===== src/rtl/core/ews_pkg.sv =====
// shared constants, types and tables for the epicycle waveshaper
package ews_pkg;

  localparam int SAMPLE_WIDTH_DEF = 16;
  localparam int FRAC_BITS_DEF    = 12;

  localparam int LVL_W = 13;
  localparam logic [LVL_W-1:0] LVL_ONE  = 13'd4096;
  localparam logic [LVL_W-1:0] LVL_HALF = 13'd2048;

  localparam int CORDIC_STEPS = 28;
  localparam int ANG_W  = 32;
  localparam int CX_W   = 62;
  localparam int NUM_W  = 58;
  localparam int SH_W   = 6;
  localparam int DIV_W  = 64;
  localparam int NORM_TOP = 57;
  localparam int MIX_STAGES = 6;
  localparam int COMB_STAGES = 5;

  localparam logic signed [ANG_W-1:0] ANG_HALF_PI = 32'sd536870912;
  localparam logic signed [ANG_W-1:0] ANG_PI      = 32'sd1073741824;
  localparam logic [23:0] INV_GAIN_Q24 = 24'd10188015;
  localparam logic [15:0] THIRD_Q16    = 16'd21823;
  localparam logic [14:0] GAIN_RESET   = 15'd4096;

  localparam int REG_IDX_W = 3;
  localparam logic [REG_IDX_W-1:0] REG_ALGORITHM = 3'd0;
  localparam logic [REG_IDX_W-1:0] REG_EQUANT    = 3'd1;
  localparam logic [REG_IDX_W-1:0] REG_BLEND     = 3'd2;
  localparam logic [REG_IDX_W-1:0] REG_DEMOD     = 3'd3;
  localparam logic [REG_IDX_W-1:0] REG_GAIN      = 3'd4;

  localparam logic [1:0] ALG_CHAIN = 2'd0;
  localparam logic [1:0] ALG_PAIR  = 2'd1;
  localparam logic [1:0] ALG_SPLIT = 2'd2;
  localparam logic [1:0] ALG_STAR  = 2'd3;

  typedef struct packed {
    logic              zero;
    logic              xneg;
    logic              xzero;
    logic              yzero;
    logic              ypos;
    logic              yneg;
    logic [SH_W-1:0]   n;
    logic [NUM_W-1:0]  num;
    logic [LVL_W-1:0]  env;
  } vec_side_t;

  typedef struct packed {
    logic signed [CX_W-1:0]  xn;
    logic signed [CX_W-1:0]  yn;
    logic signed [ANG_W-1:0] z;
    vec_side_t               side;
  } cordic_st_t;

  function automatic int max_int(input int a, input int b);
    return (a > b) ? a : b;
  endfunction

  function automatic logic [LVL_W-1:0] lvl_clamp(input logic [LVL_W-1:0] v);
    return (v > LVL_ONE) ? LVL_ONE : v;
  endfunction

  function automatic logic signed [ANG_W-1:0] atan_step(input int i);
    logic signed [ANG_W-1:0] r;
    case (i)
      0:  r = 32'sd268435456;
      1:  r = 32'sd158466703;
      2:  r = 32'sd83729454;
      3:  r = 32'sd42502378;
      4:  r = 32'sd21333666;
      5:  r = 32'sd10677233;
      6:  r = 32'sd5339919;
      7:  r = 32'sd2670123;
      8:  r = 32'sd1335082;
      9:  r = 32'sd667543;
      10: r = 32'sd333772;
      11: r = 32'sd166886;
      12: r = 32'sd83443;
      13: r = 32'sd41722;
      14: r = 32'sd20861;
      15: r = 32'sd10430;
      16: r = 32'sd5215;
      17: r = 32'sd2608;
      18: r = 32'sd1304;
      19: r = 32'sd652;
      20: r = 32'sd326;
      21: r = 32'sd163;
      22: r = 32'sd81;
      23: r = 32'sd41;
      24: r = 32'sd20;
      25: r = 32'sd10;
      26: r = 32'sd5;
      27: r = 32'sd3;
      default: r = '0;
    endcase
    return r;
  endfunction

endpackage


===== src/rtl/core/ews_mix.sv =====
// per-body wave blend and envelope / distance weighting
module ews_mix
  import ews_pkg::*;
#(
  parameter int SAMPLE_WIDTH = SAMPLE_WIDTH_DEF,
  parameter int FRAC_BITS    = FRAC_BITS_DEF
) (
  input  logic                           clk,
  input  logic                           rst,
  input  logic                           in_vld,
  input  logic signed [FRAC_BITS+2:0]    sine,
  input  logic signed [FRAC_BITS+2:0]    square,
  input  logic signed [FRAC_BITS+2:0]    saw,
  input  logic signed [SAMPLE_WIDTH+3:0] radius,
  input  logic [LVL_W-1:0]               env,
  input  logic [LVL_W-1:0]               blend_amount,
  input  logic [LVL_W-1:0]               demod_mix,
  output logic                           out_vld,
  output logic signed [max_int(FRAC_BITS+3, SAMPLE_WIDTH+4)+13:0] mix
);

  localparam int SW   = FRAC_BITS + 3;
  localparam int DW   = SAMPLE_WIDTH + 4;
  localparam int PW   = SW + 15;
  localparam int PDW  = SW + DW;
  localparam int MW   = max_int(SW, DW) + 14;

  logic [5:1] vld;

  always_ff @(posedge clk) begin
    if (rst) vld <= '0;
    else     vld <= {vld[4:1], in_vld};
  end

  always_ff @(posedge clk) begin
    if (rst) out_vld <= 1'b0;
    else     out_vld <= vld[5];
  end

  // blend weights
  logic [LVL_W-1:0]     b;
  logic [LVL_W:0]       w1, w2;
  logic signed [SW-1:0] a1, a2;
  logic signed [PW-1:0] p1, p2;
  logic signed [DW-1:0] dist1;
  logic [LVL_W-1:0]     env1;

  always_comb begin
    b = lvl_clamp(blend_amount);
    if (b < LVL_HALF) begin
      w1 = {1'b0, LVL_ONE} - {b, 1'b0};
      w2 = {b, 1'b0};
      a1 = sine;
      a2 = square;
    end else begin
      w1 = {LVL_ONE - b, 1'b0};
      w2 = {b - LVL_HALF, 1'b0};
      a1 = square;
      a2 = saw;
    end
  end

  always_ff @(posedge clk) begin
    p1    <= a1 * $signed({1'b0, w1});
    p2    <= a2 * $signed({1'b0, w2});
    dist1 <= radius;
    env1  <= env;
  end

  // blended sample
  logic signed [PW:0]   psum;
  logic signed [SW-1:0] s2;
  logic signed [DW-1:0] dist2;
  logic [LVL_W-1:0]     env2;

  assign psum = p1 + p2;

  always_ff @(posedge clk) begin
    s2    <= SW'((psum + 2048) >>> 12);
    dist2 <= dist1;
    env2  <= lvl_clamp(env1);
  end

  // weighting products
  logic signed [SW+LVL_W:0] pm;
  logic signed [PDW-1:0]    pd;

  always_ff @(posedge clk) begin
    pm <= s2 * $signed({1'b0, env2});
    pd <= s2 * dist2;
  end

  // rounding, distance weight is three quarters
  logic signed [PDW+1:0] pd3;
  logic signed [SW-1:0]  md;
  logic signed [DW-1:0]  dm4;

  assign pd3 = (PDW+2)'(pd) + ((PDW+2)'(pd) <<< 1);

  always_ff @(posedge clk) begin
    md  <= SW'((pm + 2048) >>> 12);
    dm4 <= DW'((pd3 + (1 << (FRAC_BITS + 1))) >>> (FRAC_BITS + 2));
  end

  // demod crossfade
  logic [LVL_W-1:0]           dmc;
  logic signed [SW+LVL_W:0]   q1;
  logic signed [DW+LVL_W:0]   q2;

  assign dmc = lvl_clamp(demod_mix);

  always_ff @(posedge clk) begin
    q1 <= md * $signed({1'b0, LVL_ONE - dmc});
    q2 <= dm4 * $signed({1'b0, dmc});
  end

  always_ff @(posedge clk) begin
    mix <= MW'(q1) + MW'(q2);
  end

endmodule


===== config.mk =====
export PLATFORM = sky130hd
export DESIGN_NAME = ews_mix
export DESIGN_NICKNAME = d
export VERILOG_FILES = /design/src/rtl/core/ews_pkg.sv /design/src/rtl/core/ews_mix.sv
export SDC_FILE = /design/constraint.sdc
export NUM_CORES = 2
export LEC_CHECK = 0
export BUFFER_PORTS_ARGS = -buffer_cell sky130_fd_sc_hd__buf_2
export CORE_AREA = 4 4 322 324
export CTS_CLUSTER_DIAMETER = 60
export CTS_CLUSTER_SIZE = 24
export DETAILED_ROUTE_END_ITERATION = 10
export DIE_AREA = 0 0 326 328
export PLACE_DENSITY = 0.88
export SLEW_MARGIN = 0
export SYNTH_ARGS = -nofsm -noshare
export SYNTH_HDL_FRONTEND = slang
export SYNTH_SLANG_ARGS = --single-unit

===== constraint.sdc =====
create_clock -name clk -period 9.8 [get_ports clk]
set_input_delay 0.49 -clock clk [delete_from_list [all_inputs] [get_ports clk]]
set_output_delay 0.49 -clock clk [all_outputs]
set_load 0.01 [all_outputs]

* After elaboration in Yosys (flattened, before gate mapping)
Index checks and enable logic that the tools add are counted.
** Word-level totals
- Register bits after elaboration :: 334
- Logic and storage cells :: 42
- Input bits :: 107
- Output and inout bits :: 35
** Operators by class
- Order comparisons :: 4
- Muxes and demuxes :: 6
- Multipliers :: 6
- Add/sub/neg operators :: 10
** Operators with widths (count)
- adder 27 x 13 -> 27 bit (second input constant) :: 2
- multiplier 15 x 15 -> 27 bit :: 2
- > comparator 13 bit (second input constant) :: 3
- adder 29 x 34 -> 34 bit :: 1
- adder 34 x 15 -> 34 bit (second input constant) :: 1
- adder 34 bit :: 1
- multiplier 15 x 20 -> 34 bit :: 1
- multiplier 20 x 14 -> 34 bit :: 1
- two-way mux 15 bit :: 2
- multiplier 15 x 14 -> 29 bit :: 1
- two-way mux 14 bit :: 2
- adder 27 bit :: 1
- multiplier 15 x 14 -> 27 bit :: 1
- two-way mux 13 bit :: 2
- subtractor 13 bit (first input constant) :: 2
- subtractor 13 x 14 -> 14 bit (first input constant) :: 1
- less-than comparator 13 x 12 -> 1 bit (second input constant) :: 1
- subtractor 13 x 12 -> 13 bit (second input constant) :: 1

* Depth between registers and ports, before layout
- Word-level depth :: 5
- Mapped depth :: 35

* Least setup slack after synthesis
OpenSTA, ideal clock, no wires.
- Kind :: in2reg
- Start point :: input port demod_mix[8]
- End point :: register q1[27]
- Path buffers :: 3
- Path slack :: 1662 ps
- Arrival time :: 8015 ps
- Library setup time :: 123 ps
- Stages :: 30
- Cells stage by stage :: or4_1 o21ai_1 clkbuf_1 and2_1 buf_2 inv_1 ha_1 xnor2_1 clkbuf_1 nand2_1 fa_1 inv_1 fa_1 inv_1 fa_1 inv_1 fa_1 fa_1 inv_1 fa_1 inv_1 ha_1 a21o_1 a21o_1 a21o_1 or3_1 or3_1 a31oi_1 o21bai_1 xor2_1
** On the way
- Word-level cells in the longest chain between the ends :: 4
** RTL lines
- start, declared :: line ews_mix.sv:17 : input logic [LVL_W-1:0] demod_mix,
- > comparator 13 bit :: line ews_pkg.sv:63 : return (v > LVL_ONE) ? LVL_ONE : v;
- two-way mux 13 bit (*) :: line ews_pkg.sv:63
- subtractor 13 bit (*) :: line ews_mix.sv:113 : q1 <= md * $signed({1'b0, LVL_ONE - dmc});
- multiplier 15 x 14 -> 29 bit (*) :: line ews_mix.sv:113
- end signal, assigned :: line ews_mix.sv:113
- end, declared :: line ews_mix.sv:107 : logic signed [SW+LVL_W:0] q1;
Every way passes the cells marked *; elsewhere a longest branch is shown, timed or not.
A chain may end at the register's enable or synchronous reset.

* Worst setup path in the final report
- Start point :: input port blend_amount[12]
- End point :: register p1[25]
** On the way
- Word-level cells in the longest chain between the ends :: 5
** RTL lines
- start, declared :: line ews_mix.sv:16 : input logic [LVL_W-1:0] blend_amount,
- > comparator 13 bit :: line ews_pkg.sv:63
- two-way mux 13 bit (*) :: line ews_pkg.sv:63
- subtractor 13 x 14 -> 14 bit (tied with other cells) :: line ews_mix.sv:51 : w1 = {1'b0, LVL_ONE} - {b, 1'b0};
- two-way mux 14 bit / two-way mux 15 bit (equally long branches) :: line ews_mix.sv:50 : if (b < LVL_HALF) begin
- multiplier 15 x 15 -> 27 bit (*) :: line ews_mix.sv:64 : p1 <= a1 * $signed({1'b0, w1});
- end signal, assigned :: line ews_mix.sv:64
- end, declared :: line ews_mix.sv:44 : logic signed [PW-1:0] p1, p2;
Marked as above.

==> results.toml <==
[critical_path]
worst-path-buf-inv = 5
critPathLaunchType = "primary input"
crit_top_cell = "fa_1"
cp.required_ns = 10.37
path_max_fanout = 38
end_kind = "register"
cp.arrival_ns = 8.63
crit_type = "primary input to register"
max_stage_delay_ns = 0.78
cpMaxStageDelayCell = "xnor2_1"
cp_top_family = "adder cells"

[placement]
dpl_cell_area_mm2 = 0.06220
place_inst = 7800
port_buffers = 141
post-dp-hpwl_mm = 114.5
gp_congestion = 0.9731

[clock_network]
cts.htree.levels = 1
ctsRootBufferMaster = "clkbuf_16"
cts_tree = "done"
post_cts_buffers = 0
clkTransAtPathRegs_ns = 0.08
clock_latency_ns = 0.65
cts.repair.resized = 0
cts_sinks = 321
cts_made_buffers = 30
ctsLongestPathBuffers = 3

[synthesis]
yosysWarnings = 0
synth.top_cell.area_share_pct = 41.58
synth-edff-count = 0
netlist.top_cell.by_area = "fa_1"
synthCells = 6431
yosys_most_used_dff = "dfxtp_1"
async_reset_ff_share_pct = 0
synthTopCellsByArea = "fa_1 42%, ha_1 13%, dfxtp_1 11%"
syn_area_per_cell_um2 = 9.343
ys_ff_latch = 321
ys_seq_area_share_pct = 10.70
ys_types = 82
syn_area_mm2 = 0.06009

[min_path]
hold_path_class = "primary input to register"

[cells_and_area]
final_util_pct = 63.03
nFillCells = 7585
seqCellArea_mm2 = 0.006426
syn2layout_area_growth_pct = 6.114
finish.instance_area_mm2 = 0.06376
stdcell_count = 7891
final_common_cell = "inv_1"
drive_gt1_share_pct = 4.877
multi_input_area_mm2 = 0.04762
most-common-layout-cells = "1412 x inv_1, 1248 x fa_1, 806 x nand2_1"
nNetsFinal = 8460

[timing]
setup_viol = 0
fin_crit_sh_pct = 82.24
fin_crit_ns = 8.060
fmax_mhz = 124.1
slew_violations = 0
worst_pin_slew_ns = 1.232
relSlewSlack_pct = 17.49
tns_ns = 0
finalClockSkew_ns = 0.02161
hold_viol = 0
grt_setup_unrepaired = "no"

[drt]
drt_iter0_drc = 3526
drtPass1Iterations = 8
ant_nets = 0
vias_per_cell = 5.582
route.detailed.wl_per_inst_um = 17.95
drc_errors = 0
vias = 44050
routed_wl_mm = 141.7

[grt]
use_met1_pct = 33.86
grt-busiest-layer = "met2"
grt_pass1_wl_mm = 237.5
grt_max_degree = 39
grt_remaining_overflow = 0
antenna_found_initial = 4
grt_pass1_vias = 49050
grt.met3_usage_pct = 6.149
grt_usage_pct = 27.22
use_met2_pct = 45.91

[floorplanning]
start_util_pct = 59.40
ios = 142
placement_rows = 117
die_area_mm2 = 0.1069
placeableCoreArea_mm2 = 0.1012
die_h_um = 328
die_x_um = 326

[outcome]
outcome = "finished clean"

[job]
max_cap_violations = 0
synthesized netlist by cell type (66+ instances only):
| master | count |
|---|---|
| a21oi_1 | 149 |
| nor2b_1 | 90 |
| xor2_1 | 66 |
| fa_1 | 1248 |
| and3_1 | 73 |
| inv_1 | 1412 |
| nand2_1 | 806 |
| nor2_1 | 248 |
| and2_1 | 376 |
| dfxtp_1 | 321 |
| xnor2_1 | 230 |
| a21o_1 | 79 |
| clkbuf_1 | 196 |
| ha_1 | 608 |
sequential cells by signal (all words and copies together), names as in the netlist, 13 cells and up:
signal and flops:
p2 26, env1 13, q2 34, md 15, pd 34, s2 15, p1 26, dist1 20
env2 13, dm4 20, dist2 20, q1 29, mix 34, pm 16
kinds of logic after synthesis:
logic type,synth area share (%)
AOI/OAI and AO/OA,5.535
xor gates and xnor gates,4.315
adders and majority gates,54.24
buffers and inverters,10.15
DFF,10.70
muxes,0.9225
other,0.006241
and+or+nand+nor,14.14
per-stage QoR:
step	worst slack, ns	hold WS, ns
floorplan	1.662	0.3096
global placement	1.426	0.3105
detailed placement	1.093	0.3121
CTS	1.772	0.05525
global route	1.172	0.07645
finish	1.740	0.08914
routing by layer:
metal / routed length (um) / share of wire, % / vias to the layer above
li1: - / - / 19460
met1: 53300 / 38 / 21880
met2: 67310 / 48 / 2196
met3: 13800 / 9.7 / 519
met4: 7242 / 5.1 / 2
met5: 10 / 0.0071 / -
final cells by class:
| type | count | share of cell area [%] |
|---|---|---|
| Clock inverter | 24 | 0.7222 |
| Inverter | 1412 | 8.313 |
| Multi-Input combinational cell | 4501 | 74.69 |
| Timing Repair Buffer | 231 | 2.296 |
| Clock buffer | 31 | 1.199 |
| Tap cell | 1368 | 2.685 |
| Sequential cell | 321 | 10.08 |
| Antenna cell | 3 | 0.01177 |
final timing paths:
kind                                        from   endpoint  slack, ns  cells after the start
worst max-delay path            blend_amount[12]     p1[25]       1.74                     28
worst min-delay path                         rst    out_vld       0.09                      2
worst max register to register           env2[2]     pm[25]       2.89                     20
worst min register to register         dist1[17]  dist2[17]       0.33                      0
timing repair:
action	in CTS	in global routing
hold buffers	33	0
hold endpoints to repair	33	0
endpoints found under the setup margin	0	0
worst register-to-register path: cells and delay by family, from the launching register on:
kind	cells	cell delay (ns)
xor gates and xnor gates	1	0.27
buffers and inverters	3	0.15
adders and majority gates	7	3.30
DFF	1	0.73
AOI/OAI and AO/OA	7	2.01
and+or+nand+nor	2	0.35
Power is not shown: default switching activity piles up to over one toggle a cycle in this logic, so the estimate is an artifact.
